## src/hw/rtl/json_string_escaper_unit_macros.svh

```systemverilog
// assertion macros for the json string escaper
`ifndef JSON_STRING_ESCAPER_UNIT_MACROS_SVH
`define JSON_STRING_ESCAPER_UNIT_MACROS_SVH

`ifndef NO_ASSERTIONS

// same-cycle implication, sampled on clk, off during rst
`define JSE_ASSERT_NOW(lbl, ante, cons, msg) \
  lbl: assert property (@(posedge clk) disable iff (rst) (ante) |-> (cons)) \
    else $error(msg);

// next-cycle implication, sampled on clk, off during rst
`define JSE_ASSERT_NEXT(lbl, ante, cons, msg) \
  lbl: assert property (@(posedge clk) disable iff (rst) (ante) |=> (cons)) \
    else $error(msg);

`else

`define JSE_ASSERT_NOW(lbl, ante, cons, msg)
`define JSE_ASSERT_NEXT(lbl, ante, cons, msg)

`endif

`endif

```

## src/hw/rtl/jse_pkg.sv

```systemverilog
package jse_pkg;

  typedef logic [7:0] byte_t;

  // input operation codes
  localparam logic [1:0] OP_OPEN  = 2'd0;
  localparam logic [1:0] OP_DATA  = 2'd1;
  localparam logic [1:0] OP_CLOSE = 2'd2;

  // held utf-8 prefix codes
  localparam logic [1:0] HOLD_NONE  = 2'd0;
  localparam logic [1:0] HOLD_E2    = 2'd1;
  localparam logic [1:0] HOLD_E2_80 = 2'd2;

  localparam int unsigned MAX_RESULTS = 8;
  localparam int unsigned CNT_W       = $clog2(MAX_RESULTS + 1);
  localparam int unsigned ESC_MAX     = 6;

  // characters
  localparam byte_t CH_NUL    = 8'h00;
  localparam byte_t CH_QUOTE  = 8'h22;
  localparam byte_t CH_BSLASH = 8'h5c;
  localparam byte_t CH_U      = 8'h75;
  localparam byte_t CH_B      = 8'h62;
  localparam byte_t CH_F      = 8'h66;
  localparam byte_t CH_N      = 8'h6e;
  localparam byte_t CH_R      = 8'h72;
  localparam byte_t CH_T      = 8'h74;
  localparam byte_t CH_SPACE  = 8'h20;
  localparam byte_t CH_DEL    = 8'h7f;
  localparam byte_t UTF_LEAD  = 8'he2;
  localparam byte_t UTF_MID   = 8'h80;
  localparam byte_t UTF_LSEP  = 8'ha8;
  localparam byte_t UTF_PSEP  = 8'ha9;

  typedef struct packed {
    byte_t [MAX_RESULTS-1:0] bytes;
    logic [CNT_W-1:0]        count;
    logic [1:0]              held;
  } esc_result_t;

  // lowercase hex digit
  function automatic byte_t hex_char(input logic [3:0] n);
    if (n < 4'd10) begin
      return 8'h30 + {4'h0, n};
    end
    return 8'h57 + {4'h0, n};
  endfunction

  // all result bytes and the next hold for one input item
  function automatic esc_result_t escape_item(input logic [1:0] op, input byte_t c,
                                              input logic mode, input logic [1:0] held);
    byte_t [1:0]         fl;
    logic [1:0]          fl_n;
    byte_t [ESC_MAX-1:0] es;
    logic [2:0]          es_n;
    logic [1:0]          hold_in;
    logic [1:0]          held_nx;
    logic                do_flush;
    logic                want_u;
    logic                want_short;
    logic                want_pass;
    logic                want_quote;
    logic                short_hit;
    byte_t               short_chr;
    logic [15:0]         code;
    logic [2:0]          k;
    esc_result_t         r;

    hold_in    = (held == HOLD_E2 || held == HOLD_E2_80) ? held : HOLD_NONE;
    held_nx    = hold_in;
    do_flush   = 1'b0;
    want_u     = 1'b0;
    want_short = 1'b0;
    want_pass  = 1'b0;
    want_quote = 1'b0;
    code       = {8'h00, c};

    // short escape decode
    short_hit = 1'b1;
    case (c)
      CH_QUOTE:  short_chr = CH_QUOTE;
      CH_BSLASH: short_chr = CH_BSLASH;
      8'h08:     short_chr = CH_B;
      8'h0c:     short_chr = CH_F;
      8'h0a:     short_chr = CH_N;
      8'h0d:     short_chr = CH_R;
      8'h09:     short_chr = CH_T;
      default: begin
        short_hit = 1'b0;
        short_chr = CH_NUL;
      end
    endcase

    // classify the item
    case (op)
      OP_OPEN, OP_CLOSE: begin
        do_flush   = 1'b1;
        want_quote = 1'b1;
        held_nx    = HOLD_NONE;
      end
      OP_DATA: begin
        if (mode) begin
          do_flush = 1'b1;
          held_nx  = HOLD_NONE;
          if (short_hit) begin
            want_short = 1'b1;
          end else if (c < CH_SPACE || c >= CH_DEL) begin
            want_u = 1'b1;
          end else begin
            want_pass = 1'b1;
          end
        end else if (hold_in == HOLD_E2 && c == UTF_MID) begin
          held_nx = HOLD_E2_80;
        end else if (hold_in == HOLD_E2_80 && (c == UTF_LSEP || c == UTF_PSEP)) begin
          held_nx = HOLD_NONE;
          want_u  = 1'b1;
          code    = {8'h20, (c == UTF_LSEP) ? 8'h28 : 8'h29};
        end else begin
          do_flush = 1'b1;
          held_nx  = HOLD_NONE;
          if (short_hit) begin
            want_short = 1'b1;
          end else if (c < CH_SPACE) begin
            want_u = 1'b1;
          end else if (c == UTF_LEAD) begin
            held_nx = HOLD_E2;
          end else begin
            want_pass = 1'b1;
          end
        end
      end
      default: begin
      end
    endcase

    // held bytes go out first
    fl[0] = UTF_LEAD;
    fl[1] = UTF_MID;
    fl_n  = do_flush ? hold_in : 2'd0;

    // escape body
    es = '0;
    es_n = 3'd0;
    if (want_quote) begin
      es[0] = CH_QUOTE;
      es_n  = 3'd1;
    end else if (want_pass) begin
      es[0] = c;
      es_n  = 3'd1;
    end else if (want_short) begin
      es[0] = CH_BSLASH;
      es[1] = short_chr;
      es_n  = 3'd2;
    end else if (want_u) begin
      es[0] = CH_BSLASH;
      es[1] = CH_U;
      es[2] = hex_char(code[15:12]);
      es[3] = hex_char(code[11:8]);
      es[4] = hex_char(code[7:4]);
      es[5] = hex_char(code[3:0]);
      es_n  = 3'd6;
    end

    // line up flush bytes then escape bytes
    for (int i = 0; i < MAX_RESULTS; i++) begin
      k = 3'(i) - {1'b0, fl_n};
      if (3'(i) < {1'b0, fl_n}) begin
        r.bytes[i] = fl[i[0]];
      end else if (k < 3'(ESC_MAX)) begin
        r.bytes[i] = es[k];
      end else begin
        r.bytes[i] = CH_NUL;
      end
    end
    r.count = CNT_W'(fl_n) + CNT_W'(es_n);
    r.held  = held_nx;
    return r;
  endfunction

endpackage

```

## src/hw/rtl/jse_if.sv

```systemverilog
// input channel: one operation per beat
interface jse_in_if;
  import jse_pkg::*;
  logic       valid;
  logic       ready;
  logic [1:0] op;
  byte_t      data_byte;

  modport source (output valid, output op, output data_byte, input ready);
  modport sink   (input valid, input op, input data_byte, output ready);
endinterface

// output channel: one character per beat
interface jse_out_if;
  import jse_pkg::*;
  logic  valid;
  logic  ready;
  byte_t out_byte;
  logic  last_of_run;

  modport source (output valid, output out_byte, output last_of_run, input ready);
  modport sink   (input valid, input out_byte, input last_of_run, output ready);
endinterface

```

## src/hw/rtl/json_string_escaper_unit.sv

```systemverilog
// JSON string escaper. Each input beat is open or close (each flushes held
// bytes and emits a quote) or data (emits the escaped byte). An accepted
// item is expanded in the same cycle into up to eight characters, which are
// loaded into a result buffer and sent one per output beat, the last one
// marked with last_of_run. The next item is taken in the cycle the final
// character leaves, so items of at most one character flow at one per cycle
// while the output is ready. Items that yield nothing (a held E2 or E2 80
// prefix) never stall. The user must write the escape_mode register only
// while the block is idle; the block itself does not enforce this.
`include "json_string_escaper_unit_macros.svh"

module json_string_escaper_unit
  import jse_pkg::*;
(
  input  logic       clk,
  input  logic       rst,
  jse_in_if.sink     in_ch,
  jse_out_if.source  out_ch,
  input  logic       escape_mode_we,
  input  logic       escape_mode_wdata
);

  logic                    escape_mode;
  logic [1:0]              held;
  logic [CNT_W-1:0]        rem;
  byte_t [MAX_RESULTS-1:0] res_bytes;
  esc_result_t             res;
  logic                    accept;
  logic                    fire;
  logic                    take_mid;
  logic                    take_close;

  // handshakes
  assign accept       = in_ch.valid && in_ch.ready;
  assign fire         = out_ch.valid && out_ch.ready;
  assign in_ch.ready  = (rem == '0) || (rem == CNT_W'(1) && out_ch.ready);

  // expand the incoming item
  assign res = escape_item(in_ch.op, in_ch.data_byte, escape_mode, held);

  // output side
  assign out_ch.valid       = (rem != '0);
  assign out_ch.out_byte    = res_bytes[0];
  assign out_ch.last_of_run = (rem == CNT_W'(1));

  // control state
  always_ff @(posedge clk) begin
    if (rst) begin
      escape_mode <= 1'b0;
      held        <= HOLD_NONE;
      rem         <= '0;
    end else begin
      if (escape_mode_we) begin
        escape_mode <= escape_mode_wdata;
      end
      if (accept) begin
        held <= res.held;
        rem  <= res.count;
      end else if (fire) begin
        rem <= rem - CNT_W'(1);
      end
    end
  end

  // result buffer, shifts one character per beat
  always_ff @(posedge clk) begin
    if (accept) begin
      res_bytes <= res.bytes;
    end else if (fire) begin
      res_bytes <= {CH_NUL, res_bytes[MAX_RESULTS-1:1]};
    end
  end

  // assertion terms
  assign take_mid   = accept && in_ch.op == OP_DATA && !escape_mode
                      && held == HOLD_E2 && in_ch.data_byte == UTF_MID;
  assign take_close = accept && in_ch.op == OP_CLOSE && held == HOLD_NONE;

  // a held E2 80 prefix means every earlier character has left
  `JSE_ASSERT_NOW(a_hold_idle, held == HOLD_E2_80, !out_ch.valid, "output busy while holding")

  // E2 then 80 in string mode keeps holding and sends nothing
  `JSE_ASSERT_NEXT(a_hold_grow, take_mid, held == HOLD_E2_80 && !out_ch.valid, "prefix lost")

  // close with nothing held is a lone final quote
  `JSE_ASSERT_NEXT(a_close_quote, take_close, out_ch.valid && out_ch.out_byte == CH_QUOTE && out_ch.last_of_run, "bad quote")

endmodule

```

## src/flat_wrapper.sv

```systemverilog
// flat-port wrapper written by rule: the top's interface ports become plain ports
module json_string_escaper_unit_flat import jse_pkg::*;
  (clk, rst, escape_mode_we, escape_mode_wdata, in_ch_valid, in_ch_op, in_ch_data_byte, in_ch_ready, out_ch_valid, out_ch_out_byte, out_ch_last_of_run, out_ch_ready);
  jse_in_if in_ch_i ();
  jse_out_if out_ch_i ();
  input  logic clk;
  input  logic rst;
  input  logic escape_mode_we;
  input  logic escape_mode_wdata;
  input wire logic [$bits(in_ch_i.valid)-1:0] in_ch_valid;
  input wire logic [$bits(in_ch_i.op)-1:0] in_ch_op;
  input wire logic [$bits(in_ch_i.data_byte)-1:0] in_ch_data_byte;
  output wire logic [$bits(in_ch_i.ready)-1:0] in_ch_ready;
  output wire logic [$bits(out_ch_i.valid)-1:0] out_ch_valid;
  output wire logic [$bits(out_ch_i.out_byte)-1:0] out_ch_out_byte;
  output wire logic [$bits(out_ch_i.last_of_run)-1:0] out_ch_last_of_run;
  input wire logic [$bits(out_ch_i.ready)-1:0] out_ch_ready;
  assign in_ch_i.valid = in_ch_valid;
  assign in_ch_i.op = in_ch_op;
  assign in_ch_i.data_byte = in_ch_data_byte;
  assign in_ch_ready = in_ch_i.ready;
  assign out_ch_valid = out_ch_i.valid;
  assign out_ch_out_byte = out_ch_i.out_byte;
  assign out_ch_last_of_run = out_ch_i.last_of_run;
  assign out_ch_i.ready = out_ch_ready;
  json_string_escaper_unit u_core (.clk(clk), .rst(rst), .in_ch(in_ch_i), .out_ch(out_ch_i), .escape_mode_we(escape_mode_we), .escape_mode_wdata(escape_mode_wdata));
endmodule
```

## config.mk

```make
export PLATFORM = sky130hd
export DESIGN_NAME = json_string_escaper_unit_flat
export DESIGN_NICKNAME = d
export VERILOG_FILES = /design/src/hw/rtl/jse_pkg.sv /design/src/hw/rtl/jse_if.sv /design/src/hw/rtl/json_string_escaper_unit.sv /design/src/flat_wrapper.sv
export VERILOG_INCLUDE_DIRS = /design/src /design/src/hw/rtl
export SDC_FILE = /design/constraint.sdc
export NUM_CORES = 1
export LEC_CHECK = 0
export BUFFER_PORTS_ARGS = -buffer_cell sky130_fd_sc_hd__buf_2
export CELL_PAD_IN_SITES_DETAIL_PLACEMENT = 2
export CELL_PAD_IN_SITES_GLOBAL_PLACEMENT = 2
export CORE_AREA = 2 2 106 108
export CTS_BUF_LIST = sky130_fd_sc_hd__clkbuf_8
export DETAILED_ROUTE_END_ITERATION = 16
export DIE_AREA = 0 0 108 110
export PLACE_DENSITY = 0.95
export REMOVE_ABC_BUFFERS = 1
export SLEW_MARGIN = 10
export SYNTH_ARGS = -nofsm -noshare
export SYNTH_HDL_FRONTEND = slang
export SYNTH_SLANG_ARGS = --single-unit
```

## constraint.sdc

```tcl
create_clock -name clk -period 7.7 [get_ports clk]
set_input_delay 1.54 -clock clk [delete_from_list [all_inputs] [get_ports clk]]
set_output_delay 1.54 -clock clk [all_outputs]
set_load 0.02 [all_outputs]
```

# Word-level counts from Yosys, hierarchy flattened
# Index checks and enable logic that the tools add are counted.
# W data, S select, Z words.
# totals
reg_bits	71
out_inout_bits	11
in_bits	16
# classes
n_mux	116
reduce_logical	15
addsub	18
eq_ne	18
order_cmp	28
# ops
operator	n
$mux W8	32
$bmux W8 S3	8
$mux W64	2
$mux W40	2
$mux W16	4
$mux W1	49
$pmux W7 S7	1
$mux W48	1
$eq A8 B4 Y1 const B	5
$add A7 B4 Y8 const A	4
$eq A8 B8 Y1 const B	4
$lt A3 B4 Y1 const B	8
$mux W32	1
$add A6 B4 Y7 const A	4
$lt A3 B3 Y1 const B	8
$lt A4 B4 Y1 const B	4
$mux W14	1
$mux W2	7
$mux W3	4
$sub A3 B2 Y3 const A	4
$lt A3 B2 Y1 const A	3
$eq A8 B6 Y1 const B	1
$eq A8 B7 Y1 const B	1
$ge A8 B7 Y1 const B	1
21 further kinds	36

# Longest topological paths before layout
# logic_depth
ltp_word	25
depth_mapped	13
ltp_nobuf	11

# Least setup slack after synthesis
# OpenSTA, ideal clock, no wires.
# synth_path
path_kind	input to register
from	in in_ch_data_byte[5]
to	reg u_core.res_bytes[36] (netlist name) (data pin)
required_ns	7.434
path_buffers	4
setup_ns	0.266
cell_stages	11
path_slack_ns	3.552
arrival_ns	3.882
cell_sequence	clkbuf_1 -> or3b_2 -> o41a_1 -> nand3_2 -> buf_2 -> ha_1 -> clkbuf_1 -> clkbuf_1 -> o21ai_0 -> o22ai_1 -> a211oi_1
# synth_between
elab_chain_cells	23
word_cells_on_any_way	107
classes_between	add/sub: 9; order compare: 8; eq/ne: 11; mux: 74; reduce/logical: 5
# synth_rtl
item	line	source
start, declared	flat_wrapper.sv:12	input wire logic [$bits(in_ch_i.data_byte)-1:0] in_ch_data_byte;
$eq A8 B8 Y1 (on tied branches)	jse_pkg.sv:115, jse_pkg.sv:118	
$logic_or A1 B1 Y1	jse_pkg.sv:115	end else if (hold_in == HOLD_E2_80 && (c == UTF_LSEP || c == UTF_PSEP)) begin
$logic_and A1 B1 Y1	jse_pkg.sv:115	
$mux W14	jse_pkg.sv:115	
$mux W16	jse_pkg.sv:113	end else if (hold_in == HOLD_E2 && c == UTF_MID) begin
$mux W16	jse_pkg.sv:103	if (mode) begin
$mux W16	jse_pkg.sv:96	case (op)
$lt A4 B4 Y1	jse_pkg.sv:44	if (n < 4'd10) begin
(+7 left out)	--	
$mux W32	jse_pkg.sv:151	end else if (want_short) begin
$mux W40	jse_pkg.sv:148	end else if (want_pass) begin
$mux W40	jse_pkg.sv:145	if (want_quote) begin
$bmux W8 S3	jse_pkg.sv:171	r.bytes[i] = es[k];
$mux W8 (implied by the code)	jse_pkg.sv:171	
$mux W8	jse_pkg.sv:170	end else if (k < 3'(ESC_MAX)) begin
$mux W8 *	jse_pkg.sv:168	if (3'(i) < {1'b0, fl_n}) begin
$mux W64 *	json_string_escaper_unit.sv:67	if (accept) begin
end signal, assigned	json_string_escaper_unit.sv:68	res_bytes <= res.bytes;
end signal, assigned	json_string_escaper_unit.sv:70	res_bytes <= {CH_NUL, res_bytes[MAX_RESULTS-1:1]};
end, declared	json_string_escaper_unit.sv:26	byte_t [MAX_RESULTS-1:0] res_bytes;
# Every way passes the cells marked *; elsewhere a longest branch is shown, timed or not. The select of a mux whose other input is x is not followed.
# A chain may end at the register's enable or synchronous reset.

# Worst setup path after layout
# layout_path
from	in in_ch_data_byte[1]
to	reg u_core.res_bytes (netlist bit u_core.out_ch.out_byte[4]) (data pin)
# Same word-level chain as after synthesis.

==> results.cfg <==
[status]
status = completed

[timing]
final.period_utilization_pct = 62.74
hold_viol = 0
rsz0062_at_grt = false
slew_violations = 0
period_minus_slack_ns = 4.831
fin_skew_ns = 0.009105
setup_viol = 0
slew_headroom_pct = 23.69
worst_pin_slew_ns = 1.141
holdWs_ns = 0.5559
max_freq_mhz = 207.0
fin_tns_setup_ns = 0

[finish]
area_growth_pct = 7.367
multi_input_area_mm2 = 0.002235
n_antenna_cell = 0
n_fill_cell = 1144
seqCellArea_mm2 = 0.002032
final_core_utilization_pct = 45.68
layout-drive-gt1-share_pct = 13.39
nNetsFinal = 529

[global_route]
grtUsageTotal_pct = 29.19
antenna_found_initial = 0
grt_pass1_wl_mm = 25.69
grt_max_degree = 74
overflow = 0
grt_pass1_vias = 4467

[worst_setup_path]
arrival_ns = 4.98
crit_type = input port to register
critical_path.max_fanout = 25
cp-end-kind = register
worstSetupStartpointType = input port
critPathRequiredTime_ns = 7.85
r2r_slack_ns = 3.92

[die]
die_w_um = 108
fp.dieH_um = 110
die-area_mm2 = 0.01188
io_pins = 27
core_mm2 = 0.01070
num_rows = 38
initial_core_util_pct = 42.55

[clock_network]
post_cts_buffers = 0
cts_buffers = 9
cts.clk_slew.worst_paths_ns = 0.08
clk_latency_ns = 0.37
clkSinkCount = 70
holdBufCountCts = 0
cts_root_buffer = clkbuf_8
ctsResizeCount = 0
h-tree-depth = 3
cts_buffer_depth = 2
cts_tree = done

[route]
wire_per_inst_um = 25.18
drtAntennaViolNets = 0
route.vias.total = 4188
drc_errors = 0
viasPerCell = 6.463
dr.pass1.iters = 4
drt-initial-drc-count = 314
routed_wl_mm = 16.31

[power]
vdd_drop_max_uv = 255.2
leakagePower_uw = 0.001753
finalPower_uw = 1774
powerDensity_mw_per_mm2 = 363.0

[yosys]
synthFlopType = edfxtp_1
ys_seq_area_share_pct = 44.64
syn_area_per_cell_um2 = 9.031
synthCells = 504
synthArstFlopShare_pct = 0
synth_area_mm2 = 0.004552
synth_seq_cells = 70
synth_edf_count = 63
yosysWarnings = 0
synth_cell_types = 72

[placement]
io_buffers = 26
dp_hpwl_mm = 11.47
gp_congestion = 0.9224

[min_path]
hold_class = register to register

[flow_run]
drv_cap = 0
==> flip-flops by register name, indices dropped and copies added (netlist names) <==
signal / count
u_core.escape_mode: 1
u_core.out_ch.out_byte: 8
u_core.held: 2
u_core.res_bytes: 55
u_core.rem: 4
==> layout make-up <==
cell class / count / share of cell area [%]
inverters: 17 / 1.306
flip-flops and latches: 70 / 41.58
clock buffers: 9 / 2.535
repair buffers: 30 / 3.277
clock inverters: 7 / 1.997
well taps: 140 / 3.584
multi-input cells: 375 / 45.72
==> power breakdown <==
part,internal (µW),leakage [µW],switching [µW]
Combinational,190,0.000950,471
Sequential,691,0.000692,73.6
Clock,184,0.000111,165
==> through the flow <==
stage,worst slack [ns],cell area [µm²],instances
finish,2.869,4887,648
global route,2.676,4887,648
CTS,2.887,4887,648
detailed placement,2.568,4666,632
global placement,2.896,4666,632
floorplan,3.452,4328,462
==> layout by cell type, fill, tap and decap left out, types with 4 or more instances in the layout <==
cell type,Yosys,layout
o31ai_1,10,10
nor4_1,6,6
nand2_1,72,71
edfxtp_1,63,63
or4_1,5,5
o221ai_1,5,5
nor3b_1,4,4
inv_1,16,17
o21ai_1,5,5
nand4_1,6,6
and2_1,7,7
buf_2,8,26
ha_1,9,9
a31oi_1,9,9
a21oi_1,33,33
a21o_1,4,4
nand3_1,14,14
clkbuf_8,0,9
a2bb2oi_1,5,5
o21ai_0,44,44
buf_4,9,4
mux2i_1,4,4
nor3_1,14,14
dfxtp_1,7,7
nand2b_1,5,5
nor2_1,45,45
or3_1,5,5
and3_1,5,5
==> synthesized netlist by cell type (all sizes together) (10+ instances only) <==
cell type	n	area (µm²)
a31oi	10	68.81
buf	20	141.4
nor3	14	70.07
nor2	47	181.4
a21oi	33	165.2
nand2	72	270.3
clkbuf	22	82.58
inv	17	63.81
edfxtp	63	1892
o21ai	49	245.2
o31ai	11	87.58
nand3	16	90.09
==> routing by layer <==
metal	vias to the layer above	global-route usage, %	routed length, µm
met5	-	0	0
met4	0	11.17	488
met3	36	4.056	830
met2	144	50.22	8149
met1	2143	37.47	6845
li1	1865	-	-
==> cell families (layout without fill, tap and decap cells) <==
group | Yosys count | count (layout) | synth area share, %
mux | 6 | 6 | 1.429
other cells | 1 | 1 | 0.08238
fa+ha+maj | 10 | 10 | 2.914
flops | 70 | 70 | 44.64
compound gates | 147 | 147 | 21.22
xor+xnor | 4 | 4 | 0.7698
buf+inv | 59 | 63 | 6.322
simple gates | 207 | 207 | 22.62
==> critical path: stages <==
cell	delay (ns)
buf_2	0.20
or4b_4	0.59
or4_1	0.55
nand3_2	0.48
ha_1	0.53
inv_1	0.21
nor2_1	0.23
nand2_1	0.24
o21ai_0	0.38
==> worst paths after layout <==
path,from,cells after the start,to
worst max-delay path,in_ch_data_byte[1],9,u_core.out_ch.out_byte[4]
worst min-delay path,u_core.res_bytes[55],1,u_core.res_bytes[47]
worst max register to register,u_core.held[1],8,u_core.out_ch.out_byte[4]
worst min register to register,u_core.res_bytes[55],1,u_core.res_bytes[47]
(Power assumes the default switching activity.)
